### config.mk
export PLATFORM = sky130hd
export DESIGN_NAME = can_frame_to_slcan_ascii_core
export DESIGN_NICKNAME = d
export VERILOG_FILES = /design/src/sv/slcan_pkg.sv /design/src/sv/slcan_front.sv /design/src/sv/slcan_queue.sv /design/src/sv/slcan_back.sv /design/src/sv/can_frame_to_slcan_ascii_core.sv
export SDC_FILE = /design/constraint.sdc
export NUM_CORES = 1
export LEC_CHECK = 0
export ABC_AREA = 1
export BUFFER_PORTS_ARGS = -buffer_cell sky130_fd_sc_hd__clkbuf_2
export CAP_MARGIN = 20
export CORE_MARGIN = 2
export CORE_UTILIZATION = 65
export DETAILED_ROUTE_END_ITERATION = 16
export PLACE_DENSITY = 0.83
export SLEW_MARGIN = 20
export SYNTH_ARGS = -nofsm -noshare
export SYNTH_HDL_FRONTEND = slang
export SYNTH_HIERARCHICAL = 1
export SYNTH_SLANG_ARGS = --single-unit
### constraint.sdc
create_clock -name clock -period 16.15 [get_ports clock]
set_input_delay 0 -clock clock [delete_from_list [all_inputs] [get_ports clock]]
set_output_delay 0 -clock clock [all_outputs]
set_load 0.02 [all_outputs]
### src/sv/slcan_pkg.sv
// ----------------------------------------------------------------------------
// SLCAN encoder package
// Shared types, constants and the hex digit function of the SLCAN encoder.
// ----------------------------------------------------------------------------
package slcan_pkg;

   // One received CAN frame as it arrives on the request channel.
   typedef struct packed {
      logic        is_extended;
      logic        is_remote;
      logic [28:0] can_id;
      logic [3:0]  dlc;
      logic [7:0]  data_byte0;
      logic [7:0]  data_byte1;
      logic [7:0]  data_byte2;
      logic [7:0]  data_byte3;
      logic [7:0]  data_byte4;
      logic [7:0]  data_byte5;
      logic [7:0]  data_byte6;
      logic [7:0]  data_byte7;
   } req_type;

   // One character of the text line.
   typedef struct packed {
      logic [7:0] ascii_char;
      logic       is_last;
   } rsp_type;

   // Classified frame: everything the serialiser needs, already aligned.
   typedef struct packed {
      logic [7:0]  type_char;
      logic [31:0] id_digits;    // first digit to print in bits 31:28
      logic [3:0]  id_count;     // number of identifier digits
      logic [3:0]  dlc;
      logic [4:0]  nibble_count; // payload digits, twice the byte count
      logic [63:0] payload;      // first digit to print in bits 63:60
   } desc_type;

   // Queue status seen by the serialiser.
   typedef struct packed {
      logic full;
      logic empty;
   } q_stat_type;

   localparam int QueueDepth = 2;

   localparam logic [7:0] CHAR_CR      = 8'h0D;
   localparam logic [7:0] CHAR_DATA    = 8'h74; // 't'
   localparam logic [7:0] CHAR_REMOTE  = 8'h72; // 'r'
   localparam logic [7:0] CASE_OFFSET  = 8'd32;
   localparam logic [7:0] DIGIT_BASE   = 8'h30;
   localparam logic [7:0] LETTER_BASE  = 8'h37;
   localparam logic [3:0] ID_DIGITS_EXT = 4'd8;
   localparam logic [3:0] ID_DIGITS_STD = 4'd3;
   localparam logic [3:0] MAX_BYTES     = 4'd8;

   function automatic logic [7:0] hex_char(input logic [3:0] value);
      logic [7:0] wide;
      wide = {4'h0, value};
      return (value < 4'hA) ? wide + DIGIT_BASE : wide + LETTER_BASE;
   endfunction

endpackage

### src/sv/slcan_front.sv
// ----------------------------------------------------------------------------
// SLCAN encoder front end
// Accepts frames and classifies them into line descriptors for the queue.
// ----------------------------------------------------------------------------
module slcan_front (
   input  logic                req_valid,
   output logic                req_stall,
   input  slcan_pkg::req_type  req_data,
   input  slcan_pkg::q_stat_type q_stat,
   output logic                push,
   output slcan_pkg::desc_type desc
);
   import slcan_pkg::*;

   logic [3:0] byte_count;
   logic [7:0] base_char;

   assign req_stall = q_stat.full;
   assign push      = req_valid && !q_stat.full;

   always_comb begin
      if (req_data.is_remote) begin
         byte_count = 4'd0;
      end else if (req_data.dlc > MAX_BYTES) begin
         byte_count = MAX_BYTES;
      end else begin
         byte_count = req_data.dlc;
      end

      base_char = req_data.is_remote ? CHAR_REMOTE : CHAR_DATA;
      desc.type_char = req_data.is_extended ? base_char - CASE_OFFSET : base_char;

      if (req_data.is_extended) begin
         desc.id_digits = {3'b000, req_data.can_id};
         desc.id_count  = ID_DIGITS_EXT;
      end else begin
         desc.id_digits = {req_data.can_id[11:0], 20'h00000};
         desc.id_count  = ID_DIGITS_STD;
      end

      desc.dlc          = req_data.dlc;
      desc.nibble_count = {byte_count, 1'b0};
      desc.payload      = {req_data.data_byte0, req_data.data_byte1,
                           req_data.data_byte2, req_data.data_byte3,
                           req_data.data_byte4, req_data.data_byte5,
                           req_data.data_byte6, req_data.data_byte7};
   end

endmodule

### src/sv/slcan_queue.sv
// ----------------------------------------------------------------------------
// SLCAN encoder descriptor queue
// Short first-in first-out queue between the front end and the serialiser.
// ----------------------------------------------------------------------------
module slcan_queue #(
   parameter int DEPTH = slcan_pkg::QueueDepth
) (
   input  logic                  clock,
   input  logic                  reset,
   input  logic                  push,
   input  slcan_pkg::desc_type   push_desc,
   input  logic                  pop,
   output slcan_pkg::desc_type   head,
   output slcan_pkg::q_stat_type q_stat
);
   import slcan_pkg::*;

   localparam int PtrW = (DEPTH > 1) ? $clog2(DEPTH) : 1;
   localparam int CntW = $clog2(DEPTH + 1);

   desc_type          slot_ff [DEPTH];
   logic [PtrW-1:0]   wr_ptr_ff, wr_ptr_in;
   logic [PtrW-1:0]   rd_ptr_ff, rd_ptr_in;
   logic [CntW-1:0]   count_ff, count_in;

   assign head         = slot_ff[rd_ptr_ff];
   assign q_stat.full  = (count_ff == CntW'(DEPTH));
   assign q_stat.empty = (count_ff == '0);

   always_comb begin
      wr_ptr_in = wr_ptr_ff;
      rd_ptr_in = rd_ptr_ff;
      count_in  = count_ff;
      if (push) begin
         wr_ptr_in = (wr_ptr_ff == PtrW'(DEPTH - 1)) ? '0 : wr_ptr_ff + 1'b1;
      end
      if (pop) begin
         rd_ptr_in = (rd_ptr_ff == PtrW'(DEPTH - 1)) ? '0 : rd_ptr_ff + 1'b1;
      end
      if (push && !pop) begin
         count_in = count_ff + 1'b1;
      end else if (pop && !push) begin
         count_in = count_ff - 1'b1;
      end
   end

   always_ff @(posedge clock) begin
      if (reset) begin
         wr_ptr_ff <= '0;
         rd_ptr_ff <= '0;
         count_ff  <= '0;
      end else begin
         wr_ptr_ff <= wr_ptr_in;
         rd_ptr_ff <= rd_ptr_in;
         count_ff  <= count_in;
      end
   end

   always_ff @(posedge clock) begin
      if (push) begin
         slot_ff[wr_ptr_ff] <= push_desc;
      end
   end

endmodule

### src/sv/slcan_back.sv
// ----------------------------------------------------------------------------
// SLCAN encoder serialiser
// Turns one descriptor at a time into its text line, one character a cycle unless stalled.
// ----------------------------------------------------------------------------
module slcan_back (
   input  logic                  clock,
   input  logic                  reset,
   input  slcan_pkg::desc_type   head,
   input  slcan_pkg::q_stat_type q_stat,
   output logic                  pop,
   output logic                  rsp_valid,
   input  logic                  rsp_stall,
   output slcan_pkg::rsp_type    rsp_data
);
   import slcan_pkg::*;

   typedef enum logic [2:0] {
      ST_IDLE,
      ST_ID,
      ST_DLC,
      ST_DATA,
      ST_CR
   } state_type;

   state_type   state_ff;
   logic        rsp_valid_ff;
   rsp_type     rsp_data_ff;
   logic [31:0] id_ff;
   logic [63:0] payload_ff;
   logic [3:0]  dlc_ff;
   logic [4:0]  nibbles_ff;
   logic [4:0]  cnt_ff;
   logic        load_in;

   // The output register can take a new character when empty or being taken.
   assign load_in   = !rsp_valid_ff || !rsp_stall;
   assign pop       = load_in && (state_ff == ST_IDLE) && !q_stat.empty;
   assign rsp_valid = rsp_valid_ff;
   assign rsp_data  = rsp_data_ff;

   always_ff @(posedge clock) begin
      if (reset) begin
         state_ff     <= ST_IDLE;
         rsp_valid_ff <= 1'b0;
      end else if (load_in) begin
         case (state_ff)
            ST_IDLE: begin
               if (!q_stat.empty) begin
                  rsp_valid_ff           <= 1'b1;
                  rsp_data_ff.ascii_char <= head.type_char;
                  rsp_data_ff.is_last    <= 1'b0;
                  id_ff                  <= head.id_digits;
                  cnt_ff                 <= {1'b0, head.id_count};
                  dlc_ff                 <= head.dlc;
                  nibbles_ff             <= head.nibble_count;
                  payload_ff             <= head.payload;
                  state_ff               <= ST_ID;
               end else begin
                  rsp_valid_ff <= 1'b0;
               end
            end
            ST_ID: begin
               rsp_valid_ff           <= 1'b1;
               rsp_data_ff.ascii_char <= hex_char(id_ff[31:28]);
               rsp_data_ff.is_last    <= 1'b0;
               id_ff                  <= {id_ff[27:0], 4'h0};
               cnt_ff                 <= cnt_ff - 1'b1;
               if (cnt_ff == 5'd1) begin
                  state_ff <= ST_DLC;
               end
            end
            ST_DLC: begin
               rsp_valid_ff           <= 1'b1;
               rsp_data_ff.ascii_char <= hex_char(dlc_ff);
               rsp_data_ff.is_last    <= 1'b0;
               cnt_ff                 <= nibbles_ff;
               state_ff               <= (nibbles_ff == '0) ? ST_CR : ST_DATA;
            end
            ST_DATA: begin
               rsp_valid_ff           <= 1'b1;
               rsp_data_ff.ascii_char <= hex_char(payload_ff[63:60]);
               rsp_data_ff.is_last    <= 1'b0;
               payload_ff             <= {payload_ff[59:0], 4'h0};
               cnt_ff                 <= cnt_ff - 1'b1;
               if (cnt_ff == 5'd1) begin
                  state_ff <= ST_CR;
               end
            end
            ST_CR: begin
               rsp_valid_ff           <= 1'b1;
               rsp_data_ff.ascii_char <= CHAR_CR;
               rsp_data_ff.is_last    <= 1'b1;
               state_ff               <= ST_IDLE;
            end
            default: begin
               rsp_valid_ff <= 1'b0;
               state_ff     <= ST_IDLE;
            end
         endcase
      end
   end

   // The line end marker only ever rides on a carriage return.
   a_last_is_cr: assert property (@(posedge clock) disable iff (reset)
      rsp_valid_ff && rsp_data_ff.is_last |-> rsp_data_ff.ascii_char == CHAR_CR)
      else $error("line end marked on a character other than CR");

   // A digit phase never runs with an exhausted counter.
   a_count_live: assert property (@(posedge clock) disable iff (reset)
      (state_ff == ST_ID || state_ff == ST_DATA) |-> cnt_ff != '0)
      else $error("digit phase entered with zero count");

   // Taking a descriptor always starts the identifier digits next.
   a_pop_starts_line: assert property (@(posedge clock) disable iff (reset)
      pop |=> state_ff == ST_ID && rsp_valid_ff)
      else $error("descriptor taken without starting a line");

   // A descriptor is only taken when the queue holds one.
   a_pop_nonempty: assert property (@(posedge clock) disable iff (reset)
      pop |-> !q_stat.empty)
      else $error("descriptor taken from an empty queue");

endmodule

### src/sv/can_frame_to_slcan_ascii_core.sv
// ----------------------------------------------------------------------------
// CAN frame to SLCAN text encoder
// Accepts received CAN frames and streams out their SLCAN text lines.
// ----------------------------------------------------------------------------
// Usage: one frame is offered on the req_ channel as a single transfer. The
// rsp_ channel then carries its SLCAN line, one ASCII character per transfer:
// the type letter, 3 or 8 identifier digits, the DLC digit, two digits per
// payload byte (none for remote frames, at most eight bytes) and a closing
// carriage return, which alone has is_last set.
// Timing: the frame's descriptor is first written into the queue; once the
// serialiser is idle it loads the line's first character into its output
// register. A line of 6 to 27 characters goes out one character per cycle
// while the receiver does not stall, and when another frame is waiting in
// the queue its line follows the carriage return without a gap.
// The queue holds up to QUEUE_DEPTH classified frames, so a sender can
// hand over frames while a line is still going out; req_stall rises only
// when that queue is full.
// Reset empties the queue, drops any character in the output register and
// returns the serialiser to idle. When the receiver stalls, the current
// character stays unchanged and the serialiser simply waits.
// ----------------------------------------------------------------------------
module can_frame_to_slcan_ascii_core #(
   parameter int QUEUE_DEPTH = slcan_pkg::QueueDepth
) (
   input  logic               clock,
   input  logic               reset,
   input  logic               req_valid,
   output logic               req_stall,
   input  slcan_pkg::req_type req_data,
   output logic               rsp_valid,
   input  logic               rsp_stall,
   output slcan_pkg::rsp_type rsp_data
);
   import slcan_pkg::*;

   // Handshake between the front end and the queue.
   logic       push;
   desc_type   push_desc;

   // Handshake between the queue and the serialiser.
   logic       pop;
   desc_type   head;
   q_stat_type q_stat;

   // The front end classifies each frame as it is accepted: it picks the
   // type letter, aligns the identifier for standard or extended printing
   // and works out how many payload digits the line carries.
   slcan_front u_front (
      .req_valid (req_valid),
      .req_stall (req_stall),
      .req_data  (req_data),
      .q_stat    (q_stat),
      .push      (push),
      .desc      (push_desc)
   );

   // The queue decouples acceptance from serialisation so that each side
   // can stall without holding the other.
   slcan_queue #(
      .DEPTH (QUEUE_DEPTH)
   ) u_queue (
      .clock     (clock),
      .reset     (reset),
      .push      (push),
      .push_desc (push_desc),
      .pop       (pop),
      .head      (head),
      .q_stat    (q_stat)
   );

   // The serialiser walks through one line at a time and owns the output
   // register; a waiting character blocks the front end only when the queue is full.
   slcan_back u_back (
      .clock     (clock),
      .reset     (reset),
      .head      (head),
      .q_stat    (q_stat),
      .pop       (pop),
      .rsp_valid (rsp_valid),
      .rsp_stall (rsp_stall),
      .rsp_data  (rsp_data)
   );

endmodule
==> flow_results.org <==
** Yosys
- Number of flops mapped to enable cells by yosys :: roughly 350
- For this run, the register share of the synthesized area comes to 70.0%.
- Yosys attributes the largest share of cell area to sky130_fd_sc_hd__edfxtp_1 69%, sky130_fd_sc_hd__nand2_1 9.7%, sky130_fd_sc_hd__mux2_2 6.4%.
- Counting instances in the post-synthesis netlist gives the leading cell types as 397 x sky130_fd_sc_hd__nand2_1, 353 x sky130_fd_sc_hd__edfxtp_1, 87 x sky130_fd_sc_hd__mux2_2.
- Synthesis produced approximately 1,200 cells.
- The synthesized design contains 362 register bits.
- Post-synthesis instance area :: between 15,000 and 20,000 um^2
- For this run, the number of Yosys warnings is 6.
- Count leader, synth :: sky130_fd_sc_hd__nand2_1
- Syn Area/Cell :: about 13 um^2
- The share of synthesized area in the top cell type comes to approximately 69%.
- For this run, asynchronously set or reset flops after synthesis account for 0%.
- The netlist uses 29 different library cells.
- The synthesized design spends more area on one cell type than any other, namely sky130_fd_sc_hd__edfxtp_1.
- Flip-flop cell with the highest count after synthesis :: sky130_fd_sc_hd__edfxtp_1

** Run
- Max-cap violations in this run came to 0.

** Timing
- Clock Skew :: ~0.022 ns
- Final Cycle Share :: 17.2%
- Final hold viol count :: 0
- Counting I/O delays and the setup requirement, the final critical path takes around 2.8 ns.
- Derived from the worst setup path, the maximum achievable clock frequency is around 0.36 GHz.
- Final number of setup-violating endpoints :: 0
- Max-slew violation count :: 0
- Setup total negative slack :: 0 ns
- Setup repair after global routing missed its margin :: no
- At the pin with the least slew margin, the transition time is approximately 1.1 ns.
- Remaining max-slew budget at the tightest pin :: a little under 30%

** Layout
- Measured on the finished design, the core utilization comes to between 70% and 80%.
- Final net count :: about 1,400
- The repair_antennas step left the layout with diodes totalling 0.
- Footprint of the multi-input gates :: 3540 um^2
- Register cell area after layout :: between 10,000 and 15,000 um^2
- Of the cells placed in the final design, the portion with a size suffix greater than 1 is between 20% and 30%.
- Once layout is complete, the cells apart from fillers number 1,673.
- The area growth from synthesis to layout is 16.0%.
- The layout has ~1,300 filler cells.

** Hold path
- Min-Delay Startpoint :: req_data[15]
- Min-delay worst type :: in -> reg
- For hold timing, the worst endpoint is u_queue/slot_ff[0][15].
- The worst hold path was traced through 2 stages.

** Clock network
- Gates resized during post-CTS repair numbered 0.
- Clock tree from TritonCTS :: done
- After clock tree synthesis, the clock-pin slew on the worst setup and hold paths is ~0.060 ns.
- The clock drives about 360 sinks.
- H-Tree Depth :: 2
- Total CTS buffers :: 36
- Clock insertion delay at the later pin of the skew report :: slightly above 0.5 ns
- For this design, the CTS-stage hold fixing added approximately 100 buffers.
- No sink is reached through more buffers than the 3 on the longest clock path.
- Clock root cell :: sky130_fd_sc_hd__clkbuf_16
- In this run the post-CTS setup repair buffer count came out at 0.

** Power and ir drop
- Summing internal, switching and leakage power gives 0.00285 W.
- For this design the ratio of total power to cell area is 160 nW/um^2.
- Leakage power of the design :: ~7 nW
- IR analysis of the VDD net gives a maximum drop of just under 0.1 mV.

** Detailed routing
- Antenna Violating Nets Remaining :: 0
- Detailed-routing iteration count for the pre-antenna-repair pass :: 5
- Summing over every cut layer, the via total after detailed routing is about 9,000.
- Dividing the detail-routed via count by the number of cells gives 5.37.
- Wire length per cell after detailed routing :: between 15 and 20 um
- The first routing iteration left roughly 670 violations.
- After detailed routing, the number of remaining DRC violations is 0.
- Routed wire length :: 30.3 mm

** Worst setup path
- Worst setup SP type :: flop
- The cell that appears most often on the critical path is sky130_fd_sc_hd__nand2_1.
- Traced cell by cell, the critical path runs through buf_4 -> mux2_2 -> nand2_1 -> nand2_1.
- Of all nets on the critical path, the largest fanout is 62.
- STA puts the critical path data arrival time at about 3.0 ns.
- Worst-case reg-to-reg path depth :: 4
- Req. time, crit path :: between 15 and 20 ns
- Critical path class :: reg -> reg
- STA classifies the critical path endpoint as a flop.
- Crit path max-delay cell type :: sky130_fd_sc_hd__buf_4
- Largest incremental delay on the critical path :: 0.92 ns
- For flop-to-flop paths, the worst setup slack is approximately 13 ns.
- In this run the critical register-to-register path is captured at u_back/payload_ff[42].

** Floorplanning
- Effective utilization at floorplan :: between 60% and 70%
- During I/O placement, the number of pins put on the boundary was around 110.
- The floorplan step defined a core boundary enclosing between 20,000 and 25,000 um^2.
- The floorplan has 56 rows.
- Measured along the x axis, the die boundary spans between 150 and 200 um.
- Die footprint :: about 25,000 um^2
- The die is 158 um tall.

** Global routing
- Overflow left after global routing :: 0
- The number of global-route vias before repair is slightly above 9,000.
- Global routing used 24.4% of the available tracks across all layers.
- Antenna violations before repair :: 0
- Maximum number of pins on one net before global-route repair :: 71
- Global-route wire length before repair :: about 46 mm

** Placed design
- Once placement completed, the tool counted placed cells totaling 1,505.
- Summed over all nets, the half-perimeter wirelength after detailed placement is 15.6 mm.
- At the end of routability-driven placement, the weighted congestion stood at ~0.8.
- The count of buffers added on input and output ports is between 100 and 150.

** Outcome
- Result of the run :: finished clean
-- stage by stage --
stage / setup WS [ns] / instance area (um^2) / hold WS (ns)
after detailed placement: 13.43 / 15600 / 0.193
after CTS: 13.41 / 17800 / 0.198
after floorplan: 10.01 / 15400 / 0.0691
final: 13.37 / 17800 / 0.215
after global routing: 13.27 / 17800 / 0.208
after global placement: 13.44 / 15600 / 0.189
-- power breakdown --
group / internal [W] / switching (W) / leakage, nW
clock network: 0.000488 / 0.000334 / 0.567
logic: 0.000238 / 0.000378 / 3.24
registers: 0.00132 / 0.0000899 / 3.38
total: 0.00205 / 0.000803 / 7.19
-- worst max-delay path, delay by kind of cell (launching register included) --
kind,cells,cell delay [ns]
muxes,1,0.44
DFF,1,0.86
and+or+nand+nor,2,0.19
buffers and inverters,1,0.92
-- state kept, by name, summed over array words and instances, names as in the netlist, named ones only --
name and count:
u_back/state_ff 3, u_back/rsp_data 9, u_back/rsp_valid 1, u_queue/rd_ptr_ff 1, u_back/nibbles_ff 5, u_back/payload_ff 64
u_queue/count_ff 2, u_queue/wr_ptr_ff 1, u_back/id_ff 32, u_queue/slot_ff 234, u_back/dlc_ff 4, u_back/cnt_ff 5
-- per-layer routing --
metal | global-route usage (%) | share of wire (%) | up-vias
met3 | 4.02 | 4.8 | 78
met1 | 30.8 | 40 | 4369
li1 | - | - | 4218
met4 | 8.48 | 3.0 | 0
met5 | 0 | 0 | -
met2 | 43.0 | 52 | 316
-- final cells by class --
| class | count | share of cell area, % |
|---|---|---|
| Clock buffer | 45 | 5.41 |
| Clock inverter | 19 | 1.07 |
| Timing Repair Buffer | 227 | 9.42 |
| Sequential cell | 362 | 60.4 |
| Inverter | 75 | 1.59 |
| Multi-Input combinational cell | 626 | 19.8 |
| Tap cell | 319 | 2.24 |
-- worst max path at each step --
stage                              from  slack, ns                 endpoint
floorplan           u_queue/count_ff[1]      10.01    u_queue/slot_ff[0][0]
global placement                   flop      13.44       u_back/rsp_data[6]
detailed placement                 flop      13.43       u_back/rsp_data[6]
CTS                                flop      13.41       u_back/rsp_data[6]
global route        u_queue/count_ff[0]      13.27  u_queue/slot_ff[1][100]
finish                             flop      13.37    u_back/payload_ff[42]
-- cells by family after synthesis --
| group | synth area share, % |
|---|---|
| AO/OA/AOI/OAI | 0.886 |
| XOR/XNOR | 0.0569 |
| adder cells (fa/ha/maj) | 0.488 |
| buffers and inverters | 7.30 |
| flip-flops | 70.0 |
| multiplexers | 9.29 |
| other | 0.0488 |
| AND/OR/NAND/NOR | 11.9 |
-- cells in the final DEF (no fill, tap or decap), types with 2 or more instances in the layout --
master | netlist | routed
sky130_fd_sc_hd__a21oi_1 | 10 | 9
sky130_fd_sc_hd__a22oi_1 | 2 | 2
sky130_fd_sc_hd__buf_4 | 80 | 10
sky130_fd_sc_hd__bufinv_16 | 0 | 4
sky130_fd_sc_hd__clkbuf_1 | 0 | 7
sky130_fd_sc_hd__clkbuf_16 | 0 | 37
sky130_fd_sc_hd__clkbuf_2 | 0 | 113
sky130_fd_sc_hd__clkinv_1 | 0 | 9
sky130_fd_sc_hd__clkinv_2 | 0 | 4
sky130_fd_sc_hd__conb_1 | 2 | 7
sky130_fd_sc_hd__dfxtp_1 | 9 | 8
sky130_fd_sc_hd__dlygate4sd3_1 | 0 | 104
sky130_fd_sc_hd__edfxtp_1 | 353 | 353
sky130_fd_sc_hd__ha_1 | 6 | 6
sky130_fd_sc_hd__inv_1 | 71 | 70
sky130_fd_sc_hd__inv_2 | 4 | 4
sky130_fd_sc_hd__inv_6 | 0 | 2
sky130_fd_sc_hd__mux2_2 | 87 | 87
sky130_fd_sc_hd__mux2_4 | 30 | 30
sky130_fd_sc_hd__nand2_1 | 397 | 397
sky130_fd_sc_hd__nand3_1 | 17 | 17
sky130_fd_sc_hd__nand4_1 | 5 | 5
sky130_fd_sc_hd__nor2_1 | 40 | 39
sky130_fd_sc_hd__nor2_2 | 3 | 2
sky130_fd_sc_hd__nor2_4 | 0 | 2
sky130_fd_sc_hd__nor3_1 | 4 | 2
sky130_fd_sc_hd__nor3_2 | 0 | 2
sky130_fd_sc_hd__nor3b_1 | 2 | 2
sky130_fd_sc_hd__o211ai_1 | 2 | 2
sky130_fd_sc_hd__o21ai_0 | 7 | 7
Note: power is estimated with default switching activity, not from simulation.
